`src/hw/rtl/cfp_pkg.sv`:
```
// Shared types and constants for the command frame parser.
// Holds the parse phase and beat kind enums, the queue token, status codes
// and the CRC-16/CCITT-FALSE byte update. No dependencies.
`default_nettype none

package cfp_pkg;

	// Sync pair and CRC constants.
	localparam logic [7:0]  SYNC_FIRST  = 8'hA5;
	localparam logic [7:0]  SYNC_SECOND = 8'h5A;
	localparam logic [15:0] CRC_INIT    = 16'hFFFF;
	localparam logic [15:0] CRC_POLY    = 16'h1021;
	localparam logic [15:0] CRC_MSB     = 16'h8000;

	// Configuration register indexes.
	localparam logic CFG_VERSION = 1'b0;
	localparam logic CFG_TYPE    = 1'b1;

	// Queue between front and back.
	localparam int QDEPTH = 4;
	localparam int QAW    = 2;

	// Parse phases of the front end.
	typedef enum logic [3:0] {
		PH_SYNC1,
		PH_SYNC2,
		PH_VER,
		PH_TYPE,
		PH_LEN_LO,
		PH_LEN_HI,
		PH_SEQ0,
		PH_SEQ1,
		PH_SEQ2,
		PH_SEQ3,
		PH_DATA,
		PH_CRC_LO,
		PH_CRC_HI
	} phase_t;

	// What the back end has to do with a beat.
	typedef enum logic [3:0] {
		K_IDLE,
		K_START,
		K_VER,
		K_TYPE,
		K_HDR,
		K_TOO_LONG,
		K_FIRST_DATA,
		K_DATA,
		K_CRC_LO,
		K_CRC_HI
	} kind_t;

	// Frame status codes.
	typedef enum logic [2:0] {
		ST_BUSY     = 3'd0,
		ST_ACCEPT   = 3'd1,
		ST_CRC_BAD  = 3'd2,
		ST_NOT_CMD  = 3'd3,
		ST_TOO_LONG = 3'd4
	} status_t;

	// One classified beat.
	typedef struct packed {
		logic [7:0] data;
		kind_t      kind;
		logic       len_one;
	} token_t;

	// CRC-16/CCITT-FALSE update over one byte, MSB first.
	function automatic logic [15:0] crc16_byte(input logic [15:0] crc, input logic [7:0] b);
		logic [15:0] c;
		c = crc ^ {b, 8'h00};
		for (int i = 0; i < 8; i++) begin
			if ((c & CRC_MSB) != 16'h0000) begin
				c = {c[14:0], 1'b0} ^ CRC_POLY;
			end else begin
				c = {c[14:0], 1'b0};
			end
		end
		return c;
	endfunction

endpackage

`default_nettype wire

```
`src/hw/rtl/cfp_front.sv`:
```
// Front end of the command frame parser: tracks the parse phase, the frame
// length and the payload count, and tags every byte with its kind.
// Depends on cfp_pkg.
`default_nettype none

module cfp_front #(
	parameter int MAX_PAYLOAD = 4
) (
	input  wire logic          clk,
	input  wire logic          arst_n,
	input  wire logic          in_valid,
	input  wire logic [7:0]    in_byte,
	output cfp_pkg::token_t    tok
);
	import cfp_pkg::*;

	localparam int LW = $clog2(MAX_PAYLOAD + 1);

	phase_t          phase_q;
	phase_t          phase_nxt;
	logic [7:0]      len_lo_q;
	logic [LW-1:0]   len_q;
	logic [LW-1:0]   count_q;
	logic [LW-1:0]   count_inc;
	logic            too_long;

	assign too_long  = {in_byte, len_lo_q} > 16'(MAX_PAYLOAD);
	assign count_inc = count_q + LW'(1);

	// Next parse phase for the current byte.
	always_comb begin
		phase_nxt = phase_q;
		case (phase_q)
			PH_SYNC1: begin
				if (in_byte == SYNC_FIRST) phase_nxt = PH_SYNC2;
			end
			PH_SYNC2: begin
				if (in_byte == SYNC_SECOND) phase_nxt = PH_VER;
				else if (in_byte == SYNC_FIRST) phase_nxt = PH_SYNC2;
				else phase_nxt = PH_SYNC1;
			end
			PH_VER:    phase_nxt = PH_TYPE;
			PH_TYPE:   phase_nxt = PH_LEN_LO;
			PH_LEN_LO: phase_nxt = PH_LEN_HI;
			PH_LEN_HI: phase_nxt = too_long ? PH_SYNC1 : PH_SEQ0;
			PH_SEQ0:   phase_nxt = PH_SEQ1;
			PH_SEQ1:   phase_nxt = PH_SEQ2;
			PH_SEQ2:   phase_nxt = PH_SEQ3;
			PH_SEQ3:   phase_nxt = (len_q == '0) ? PH_CRC_LO : PH_DATA;
			PH_DATA: begin
				if (count_inc >= len_q) phase_nxt = PH_CRC_LO;
			end
			PH_CRC_LO: phase_nxt = PH_CRC_HI;
			PH_CRC_HI: phase_nxt = PH_SYNC1;
			default:   phase_nxt = PH_SYNC1;
		endcase
	end

	// Beat classification handed to the back end.
	always_comb begin
		tok.data    = in_byte;
		tok.len_one = (len_q == LW'(1));
		tok.kind    = K_IDLE;
		case (phase_q)
			PH_SYNC1:  tok.kind = K_IDLE;
			PH_SYNC2:  tok.kind = (in_byte == SYNC_SECOND) ? K_START : K_IDLE;
			PH_VER:    tok.kind = K_VER;
			PH_TYPE:   tok.kind = K_TYPE;
			PH_LEN_LO: tok.kind = K_HDR;
			PH_LEN_HI: tok.kind = too_long ? K_TOO_LONG : K_HDR;
			PH_SEQ0, PH_SEQ1, PH_SEQ2, PH_SEQ3: tok.kind = K_HDR;
			PH_DATA:   tok.kind = (count_q == '0) ? K_FIRST_DATA : K_DATA;
			PH_CRC_LO: tok.kind = K_CRC_LO;
			PH_CRC_HI: tok.kind = K_CRC_HI;
			default:   tok.kind = K_IDLE;
		endcase
	end

	// Phase, length and count registers advance on each accepted beat.
	always_ff @(posedge clk or negedge arst_n) begin
		if (!arst_n) begin
			phase_q  <= PH_SYNC1;
			len_lo_q <= '0;
			len_q    <= '0;
			count_q  <= '0;
		end else if (in_valid) begin
			phase_q <= phase_nxt;
			case (phase_q)
				PH_SYNC2: count_q <= '0;
				PH_LEN_LO: len_lo_q <= in_byte;
				PH_LEN_HI: begin
					if (too_long) len_q <= '0;
					else len_q <= LW'({in_byte, len_lo_q});
				end
				PH_DATA: count_q <= count_inc;
				PH_CRC_HI: begin
					len_q   <= '0;
					count_q <= '0;
				end
				default: ;
			endcase
		end
	end

endmodule

`default_nettype wire

```
`src/hw/rtl/cfp_queue.sv`:
```
// Short queue of classified beats between the front and back ends.
// Storage is a small register array read at the head pointer.
// Depends on cfp_pkg.
`default_nettype none

module cfp_queue (
	input  wire logic             clk,
	input  wire logic             arst_n,
	input  wire logic             push,
	input  wire cfp_pkg::token_t  push_tok,
	output logic                  full,
	output logic                  head_valid,
	input  wire logic             pop,
	output cfp_pkg::token_t       head_tok
);
	import cfp_pkg::*;

	token_t            mem [QDEPTH];
	logic [QAW-1:0]    wr_ptr_q;
	logic [QAW-1:0]    rd_ptr_q;
	logic [QAW:0]      count_q;
	logic              do_push;
	logic              do_pop;

	assign full       = (count_q == (QAW+1)'(QDEPTH));
	assign head_valid = (count_q != '0);
	assign head_tok   = mem[rd_ptr_q];
	assign do_push    = push && !full;
	assign do_pop     = pop && head_valid;

	// Entry storage.
	always_ff @(posedge clk) begin
		if (do_push) mem[wr_ptr_q] <= push_tok;
	end

	// Pointers and fill count.
	always_ff @(posedge clk or negedge arst_n) begin
		if (!arst_n) begin
			wr_ptr_q <= '0;
			rd_ptr_q <= '0;
			count_q  <= '0;
		end else begin
			if (do_push) wr_ptr_q <= wr_ptr_q + QAW'(1);
			if (do_pop) rd_ptr_q <= rd_ptr_q + QAW'(1);
			if (do_push && !do_pop) count_q <= count_q + (QAW+1)'(1);
			else if (do_pop && !do_push) count_q <= count_q - (QAW+1)'(1);
		end
	end

endmodule

`default_nettype wire

```
`src/hw/rtl/cfp_back.sv`:
```
// Back end of the command frame parser: runs the CRC, captures header
// fields and the first payload byte, and registers one result per beat.
// Depends on cfp_pkg.
`default_nettype none

module cfp_back (
	input  wire logic             clk,
	input  wire logic             arst_n,
	input  wire logic             tok_valid,
	input  wire cfp_pkg::token_t  tok,
	output logic                  tok_take,
	input  wire logic [7:0]       expected_version,
	input  wire logic [7:0]       command_type,
	output logic                  out_valid,
	input  wire logic             out_ready,
	output logic                  command_valid,
	output logic [7:0]            command_byte,
	output logic [2:0]            frame_status
);
	import cfp_pkg::*;

	logic [15:0]  crc_q;
	logic [7:0]   ver_q;
	logic [7:0]   type_q;
	logic [7:0]   pay0_q;
	logic [7:0]   crc_lo_q;
	logic         out_valid_q;
	logic         cmd_valid_q;
	logic [7:0]   cmd_byte_q;
	status_t      status_q;

	logic [15:0]  crc_next;
	logic         step;
	logic         rx_match;
	logic         is_cmd;
	status_t      status_nxt;
	logic         valid_nxt;
	logic [7:0]   byte_nxt;

	assign tok_take = !out_valid_q || out_ready;
	assign step     = tok_valid && tok_take;
	assign crc_next = crc16_byte(crc_q, tok.data);
	assign rx_match = ({tok.data, crc_lo_q} == crc_q);
	assign is_cmd   = (ver_q == expected_version) && (type_q == command_type) && tok.len_one;

	// Result of the current beat.
	always_comb begin
		status_nxt = ST_BUSY;
		valid_nxt  = 1'b0;
		byte_nxt   = 8'h00;
		case (tok.kind)
			K_TOO_LONG: status_nxt = ST_TOO_LONG;
			K_CRC_HI: begin
				if (!rx_match) begin
					status_nxt = ST_CRC_BAD;
				end else if (is_cmd) begin
					status_nxt = ST_ACCEPT;
					valid_nxt  = 1'b1;
					byte_nxt   = pay0_q;
				end else begin
					status_nxt = ST_NOT_CMD;
				end
			end
			default: ;
		endcase
	end

	// CRC and captured frame fields.
	always_ff @(posedge clk or negedge arst_n) begin
		if (!arst_n) begin
			crc_q    <= '0;
			ver_q    <= '0;
			type_q   <= '0;
			crc_lo_q <= '0;
		end else if (step) begin
			case (tok.kind)
				K_START: crc_q <= CRC_INIT;
				K_VER: begin
					ver_q <= tok.data;
					crc_q <= crc_next;
				end
				K_TYPE: begin
					type_q <= tok.data;
					crc_q  <= crc_next;
				end
				K_HDR, K_FIRST_DATA, K_DATA: crc_q <= crc_next;
				K_TOO_LONG: begin
					crc_q    <= '0;
					crc_lo_q <= '0;
				end
				K_CRC_LO: crc_lo_q <= tok.data;
				K_CRC_HI: begin
					crc_q    <= '0;
					crc_lo_q <= '0;
				end
				default: ;
			endcase
		end
	end

	// First payload byte of the frame.
	always_ff @(posedge clk) begin
		if (step && tok.kind == K_FIRST_DATA) pay0_q <= tok.data;
	end

	// Output register; refills while the current beat is being taken.
	always_ff @(posedge clk or negedge arst_n) begin
		if (!arst_n) begin
			out_valid_q <= 1'b0;
		end else if (tok_take) begin
			out_valid_q <= tok_valid;
		end
	end

	always_ff @(posedge clk) begin
		if (step) begin
			cmd_valid_q <= valid_nxt;
			cmd_byte_q  <= byte_nxt;
			status_q    <= status_nxt;
		end
	end

	assign out_valid     = out_valid_q;
	assign command_valid = cmd_valid_q;
	assign command_byte  = cmd_byte_q;
	assign frame_status  = status_q;

endmodule

`default_nettype wire

```
`src/hw/rtl/command_frame_parser_crc16.sv`:
```
// Command frame parser with CRC-16/CCITT-FALSE check, top level.
// Each accepted byte is tagged, queued and, once the back end takes it, registered
// as its result beat. Throughput: one byte per cycle while the queue is not full;
// the four-entry queue between the classifying front end and the CRC back end
// absorbs output stalls. Reset: arst_n clears the parser to the sync hunt and both
// config registers to zero; every byte yields exactly one result beat.
`default_nettype none

module command_frame_parser_crc16 #(
	parameter int MAX_PAYLOAD = 4
) (
	input  wire logic         clk,
	input  wire logic         arst_n,
	input  wire logic         s_tvalid,
	output logic              s_tready,
	input  wire logic [7:0]   s_tdata,   // [7:0] rx_byte
	output logic              m_tvalid,
	input  wire logic         m_tready,
	output logic [15:0]       m_tdata,   // [0] command_valid, [8:1] command_byte,
	                                     // [11:9] frame_status, [15:12] zero
	input  wire logic         cfg_we,
	input  wire logic         cfg_index,
	input  wire logic [7:0]   cfg_data
);
	import cfp_pkg::*;

	logic [7:0]  expected_version_q;
	logic [7:0]  command_type_q;
	token_t      front_tok;
	token_t      head_tok;
	logic        q_full;
	logic        head_valid;
	logic        take;
	logic        accept;
	logic        command_valid;
	logic [7:0]  command_byte;
	logic [2:0]  frame_status;

	assign s_tready = !q_full;
	assign accept   = s_tvalid && s_tready;

	// Configuration registers.
	always_ff @(posedge clk or negedge arst_n) begin
		if (!arst_n) begin
			expected_version_q <= '0;
			command_type_q     <= '0;
		end else if (cfg_we) begin
			case (cfg_index)
				CFG_VERSION: expected_version_q <= cfg_data;
				CFG_TYPE:    command_type_q     <= cfg_data;
				default: ;
			endcase
		end
	end

	cfp_front #(
		.MAX_PAYLOAD(MAX_PAYLOAD)
	) u_front (
		.clk      (clk),
		.arst_n   (arst_n),
		.in_valid (accept),
		.in_byte  (s_tdata),
		.tok      (front_tok)
	);

	cfp_queue u_queue (
		.clk        (clk),
		.arst_n     (arst_n),
		.push       (accept),
		.push_tok   (front_tok),
		.full       (q_full),
		.head_valid (head_valid),
		.pop        (take),
		.head_tok   (head_tok)
	);

	cfp_back u_back (
		.clk              (clk),
		.arst_n           (arst_n),
		.tok_valid        (head_valid),
		.tok              (head_tok),
		.tok_take         (take),
		.expected_version (expected_version_q),
		.command_type     (command_type_q),
		.out_valid        (m_tvalid),
		.out_ready        (m_tready),
		.command_valid    (command_valid),
		.command_byte     (command_byte),
		.frame_status     (frame_status)
	);

	// Result beat packing, first field in the lowest bit.
	assign m_tdata = {4'b0000, frame_status, command_byte, command_valid};

endmodule

`default_nettype wire

```
`config.mk`:
```
export PLATFORM = sky130hd
export DESIGN_NAME = command_frame_parser_crc16
export DESIGN_NICKNAME = d
export VERILOG_FILES = /design/src/hw/rtl/cfp_pkg.sv /design/src/hw/rtl/cfp_front.sv /design/src/hw/rtl/cfp_queue.sv /design/src/hw/rtl/cfp_back.sv /design/src/hw/rtl/command_frame_parser_crc16.sv
export SDC_FILE = /design/constraint.sdc
export NUM_CORES = 1
export LEC_CHECK = 0
export ABC_AREA = 1
export BUFFER_PORTS_ARGS = -buffer_cell sky130_fd_sc_hd__buf_4
export CORE_MARGIN = 3
export CORE_UTILIZATION = 55
export DETAILED_ROUTE_END_ITERATION = 6
export PLACE_DENSITY_LB_ADDON = 0.15
export SLEW_MARGIN = 25
export SYNTH_ARGS = -nofsm -noshare
export SYNTH_HDL_FRONTEND = slang
export SYNTH_SLANG_ARGS = --single-unit
```
`constraint.sdc`:
```
create_clock -name clk -period 3.3 [get_ports clk]
set_input_delay 0.33 -clock clk [delete_from_list [all_inputs] [get_ports clk]]
set_output_delay 0.33 -clock clk [all_outputs]
set_load 0.005 [all_outputs]
```
; Yosys cells after proc, flatten, opt, wreduce, memory -nomap -nowiden
; Memory sizes are Yosys's and may differ from the RTL's.
; Index checks and enable logic that the tools add are counted.
[totals]
regBits = 102
latchBits = 0
ram_bits = 52
romBits = 0
in_bits = 22
out_inout_bits = 18
wordCells = 136
n_memories = 1
[memory_table]
columns = memory, words, width, rd, rd_ports_with_merged_regs, write_ports, line_no
row1 = u_queue.mem, 4, 13, 1, 0, 1, cfp_queue.sv:18  ; token_t mem [QDEPTH];
[op_classes]
n_addsub = 5
mul = 0
n_div = 0
n_lt_le_gt_ge = 2
n_eq_ne = 30
shifts = 0
n_mux = 32
bitwise_logic = 10
reduce_logical = 38
[ops]
columns = operator, n
row1 = 2-to-1 mux 13 bit, 8
row2 = case mux 16 bit (3 select lines), 1
row3 = case mux 4 bit (12 select lines), 1
row4 = == test 4 x 3 -> 1 bit (second input constant), 8
row5 = case mux 4 bit (8 select lines), 1
row6 = == test 4 bit (second input constant), 7
row7 = NOT 3 bit, 8
row8 = AND reduction 2 bit, 10
row9 = case mux 3 bit (2 select lines), 3
row10 = == test 16 bit, 1
row11 = == test 4 x 2 -> 1 bit (second input constant), 4
row12 = == test 8 bit, 2
row13 = > comparator 16 x 3 -> 1 bit (second input constant), 1
row14 = case mux 8 bit (2 select lines), 1
row15 = bitwise XOR 16 bit, 1
row16 = 2-to-1 mux 3 bit, 5
row17 = 2-to-1 mux 4 bit, 3
row18 = OR reduction 5 bit, 2
row19 = == test 4 x 1 -> 1 bit (second input constant), 2
row20 = == test 8 x 7 -> 1 bit (second input constant), 1
row21 = == test 8 bit (second input constant), 1
row22 = logical AND 1 bit, 8
row23 = 2-to-1 mux 1 bit, 8
row24 = nonzero test 2 bit, 4
row25 = 16 further kinds, 26

; Longest topological paths before layout
; An unclocked memory read counts as a cell.
[depth]
ltp_word = 19
depth_mapped = 14
mapped_depth_nobuf = 12

; Hierarchy
; From an unflattened synthesis, not the netlist that was laid out.
[unflattened]
cells_unflattened = 890
hier_area_um2 = 7848.8
[modules_own_cells]
columns = module, instances, cells_each, area_per_inst_um2, seq_area_each_um2
row1 = cfp_back, 1, 419, 3266.9, 1626.6
row2 = cfp_queue, 1, 212, 2547.4, 1736.7
row3 = cfp_front, 1, 180, 1318.8, 450.4
row4 = command_frame_parser_crc16, 1, 79, 715.7, 400.4

; Least setup slack after synthesis
; No wires, ideal clock.
[synth_path]
path_kind = register -> register
from = register u_queue.count_q[0]
to = register u_queue.count_q[1]
arrival_time_ns = 1.966
t_required_ns = 3.175
slack_ns = 1.210
path_stages_with_launch = 9
path_buffers = 0
path_cell_list = dfrtp_1 > nor2_1 > nand2_1 > nand2_1 > clkinv_1 > ha_1 > inv_1 > fa_1 > mux2_2
[synth_via]
elab_chain_len = 7
word_cells_on_any_way = 15
cone_classes = add/sub (2) / eq/ne (1) / mux (2) / reduce/logical (10)
[synth_lines]
columns = element, line_no
row1 = from (decl), cfp_queue.sv:21  ; logic [QAW:0] count_q;
row2 = from (signal assigned), cfp_queue.sv:45  ; if (do_push && !do_pop) count_q <= count_q + (QAW+1)'(1);
row3 = from (signal assigned), cfp_queue.sv:46  ; else if (do_pop && !do_push) count_q <= count_q - (QAW+1)'(1);
row4 = == test 3 bit *, cfp_queue.sv:25  ; assign full = (count_q == (QAW+1)'(QDEPTH));
row5 = zero test 1 bit *, command_frame_parser_crc16.sv:39  ; assign s_tready = !q_full;
row6 = named net s_tready, command_frame_parser_crc16.sv:15  ; output logic s_tready,
row7 = logical AND 1 bit, command_frame_parser_crc16.sv:40  ; assign accept = s_tvalid && s_tready;
row8 = logical AND 1 bit *, cfp_queue.sv:28  ; assign do_push = push && !full;
row9 = named net u_queue.do_push, cfp_queue.sv:22  ; logic do_push;
row10 = zero test 1 bit, cfp_queue.sv:46
row11 = logical AND 1 bit, cfp_queue.sv:46
row12 = nonzero test 2 bit (no line), --
; The timed path passes the listed nets; every way through them passes the cells marked *. The select of a mux whose other input is x is not followed.
; A chain may end at the register's enable or synchronous reset.

; Worst setup path after layout
[layout_path]
from = register u_queue.rd_ptr_q[0]
to = register u_back.pay0_q[4], enable pin
[layout_via]
elab_chain_len = 3
[layout_lines]
columns = element, line_no
row1 = from (decl), cfp_queue.sv:20  ; logic [QAW-1:0] rd_ptr_q;
row2 = from (signal assigned), cfp_queue.sv:44  ; if (do_pop) rd_ptr_q <= rd_ptr_q + QAW'(1);
row3 = memory (4 x 13 bit), --
row4 = == test 4 x 3 -> 1 bit, cfp_back.sv:103  ; if (step && tok.kind == K_FIRST_DATA) pay0_q <= tok.data;
row5 = logical AND 1 bit, cfp_back.sv:103
row6 = to (signal assigned), cfp_back.sv:103
row7 = to (decl), cfp_back.sv:25  ; logic [7:0] pay0_q;
; Every way passes these cells.

==> flow_summary.toml <==
[worst_setup_path]
worst_setup_path_end_kind = "flop"
cp-startpoint = "u_queue.rd_ptr_q[0]"
crit_path_max_fanout = 28
critPathKind = "flop to flop"
worst_setup_path_start_kind = "flop"
reg2reg_from = "u_queue.rd_ptr_q[0]"
cp.arrival_ps = 2530
cp.required_ps = 3350

[min_path]
hold_class = "primary input to flop"
hold_start = "s_tdata[4]"

[logic_synthesis]
ys_seq_area_share_pct = 55.3
synth_adder_area_share_pct = 1.90
synth_cell_types = 43
synth_top_family_by_area = "simple AND/OR/NAND/NOR gates"
synth_area_sq_um = 7620
muxShareOfSynthArea_pct = 0.295
synth.avg_cell_area_sq_um = 9.20
synth_seq_cells = 154
ys.warnings.count = 0
synth_compound_area_share_pct = 6.79
yosys.area_share.xor_xnor_pct = 2.41
synthFlopType = "dfrtp_1"
yosys.area_share.simple_pct = 25.4
synth_async_sr_flop_share_pct = 53.2
syn_inst = 829
synth_edf_count = 72

[floorplan]
die_h_um = 124
fp.coreArea_sq_um = 13400
start_util_pct = 56.9
die_w_um = 124
rows = 42
die_area_sq_um = 15300
num_io_pins = 40

[routing]
drc = 0
detail_route.wl_per_cell_um = 15.3
drt_iter0_drc = 415
ant_nets = 0
routed_wirelength_mm = 16.2
vias = 5624
firstDrtPassIters = 5
via_per_inst = 5.31

[final_layout]
postLayoutCellArea_sq_um = 8630
final_cell_mix = "nand2_1 (221), inv_1 (99), dfrtp_1 (82)"
largest_reg_flops = 52
nets = 903
mostFrequentLayoutCell = "nand2_1"
post-route-util_pct = 64.4
area_delta_synth_final_pct = 13.2
largestRegisters = "u_queue.mem (52), u_back.crc_q (16)"
top_register = "u_queue.mem"
antenna_cells = 0
drive_gt1_share_pct = 15.2

[sta]
max_freq_mhz = 403
setup_violations = 0
tightest_slew_ps = 781
timing.hold.ws_ps = 120
rsz0062_at_grt = "false"
fin_crit_ps = 2480
final.setup_skew_ps = 13.5
period_share_pct = 75.2
drv_slew = 0
finalHoldViolCount = 0
finalSetupTns_ps = 0
timing.slew.headroom_pct = 47.7

[clock_tree]
cts-resized-gates = 0
clock_latency_ps = 430
cts_sinks = 154
cts-root-buf = "clkbuf_16"
cts_tree = "yes"
htreeDepth = 4
clk_pin_slew_ps = 60
numCtsBuffers = 17
clock_path_buffers = 2

[pwr]
p_leak_nw = 3.96
ir_worst_vdd_mv = 0.553
powerDensity_nw_per_um2 = 1060

[placement]
globalplace.congestion = 0.941
dpl.hpwl_mm = 11.8
dpl_cell_area_sq_um = 7970
io_buffers = 35

[global_route]
grt_overflow_total = 0
grt_pass1_wl_mm = 26.7
grt_antenna_before_repair = 0
grt_max_degree = 83
grtUsageTotal_pct = 22.9
grt_pass1_vias = 5478

[status]
status = "finished, final reports clean"

[job]
cap_violations = 0
[Yosys cell counts, types with 2 or more instances]
cell / number / area share, %
nand2_1: 221 / 11
inv_1: 99 / 4.9
dfrtp_1: 82 / 27
o21ai_0: 74 / 4.9
edfxtp_1: 72 / 28
nand3_1: 69 / 4.5
nor2_1: 55 / 2.7
nand2_2: 22 / 1.8
nand3_2: 14 / 1.8
xnor2_1: 13 / 1.5
buf_4: 10 / 0.98
ha_1: 10 / 1.6
nor2_2: 10 / 0.82
nand4_1: 9 / 0.74
a31oi_1: 8 / 0.66
xor2_1: 8 / 0.92
a21oi_1: 5 / 0.33
buf_2: 5 / 0.33
nor4_1: 5 / 0.41
inv_2: 4 / 0.20
nor3_1: 4 / 0.26
buf_6: 3 / 0.44
clkbuf_1: 3 / 0.15
nor2_4: 3 / 0.44
buf_12: 2 / 0.53
mux2_2: 2 / 0.30
[repair_timing]
| action | 4_1_cts | 5_1_grt |
|---|---|---|
| setup buffers | 0 | 0 |
| hold buffers | 0 | 1 |
| endpoints found under the hold margin | 0 | 1 |
[cells by family (layout without fill, tap and decap cells)]
logic type               count (synthesis)  after routing
AO/OA/AOI/OAI                           94             94
multiplexers                             2              2
flip-flops                             154            154
other                                    1              4
XOR/XNOR                                21             21
buffers and inverters                  129            180
adder cells (fa/ha/maj)                 11             11
AND/OR/NAND/NOR                        417            417
[final timing paths]
kind | to | depth (start not counted) | slack, ps
hold / removal | u_queue.mem[0][9] | 1 | 120
max in group asynchronous | u_queue.count_q[1] | 2 | 2250
setup / recovery | u_back.pay0_q[4] | 8 | 820
hold reg to reg | u_back.type_q[1] | 2 | 480
setup reg to reg | u_back.pay0_q[4] | 8 | 820
min in group asynchronous | expected_version_q[2] | 2 | 530
[final cells by class]
cell class	count	area, sq um
timing repair buffer	43	329
multi-input combinational	549	2820
inverter	105	402
tap	176	220
clock inverter	15	220
clock buffer	17	425
fill	1115	4770
sequential	154	4210
[through the flow]
stage	setup WS, ps	cells	power [mW]
floorplan	1210	832	6.10
global placement	908	1026	6.89
detailed placement	825	1026	7.01
CTS	793	1058	9.14
global route	568	1059	9.81
finish	818	1059	9.11
[where the power goes]
group	switching (mW)	internal [mW]
Clock	0.768	1.34
Sequential	0.440	2.71
Combinational	2.60	1.26
[layer usage]
layer	vias up	global-route usage [%]	part of all wire (%)
met5	-	0	0
met4	0	9.55	2.7
met3	34	5.27	4.5
met2	159	38.1	50
met1	2658	29.0	43
li1	2773	-	-
[worst max-delay path, cell delays in order, from the launching register on]
cell	delay [ps]
dfrtp_1	620
inv_8	150
nand2_1	90
nand3_1	70
nand2_1	190
inv_1	60
nor2_1	150
nand3_1	140
nor2_1	620
Note: power is estimated with default switching activity, not from simulation.
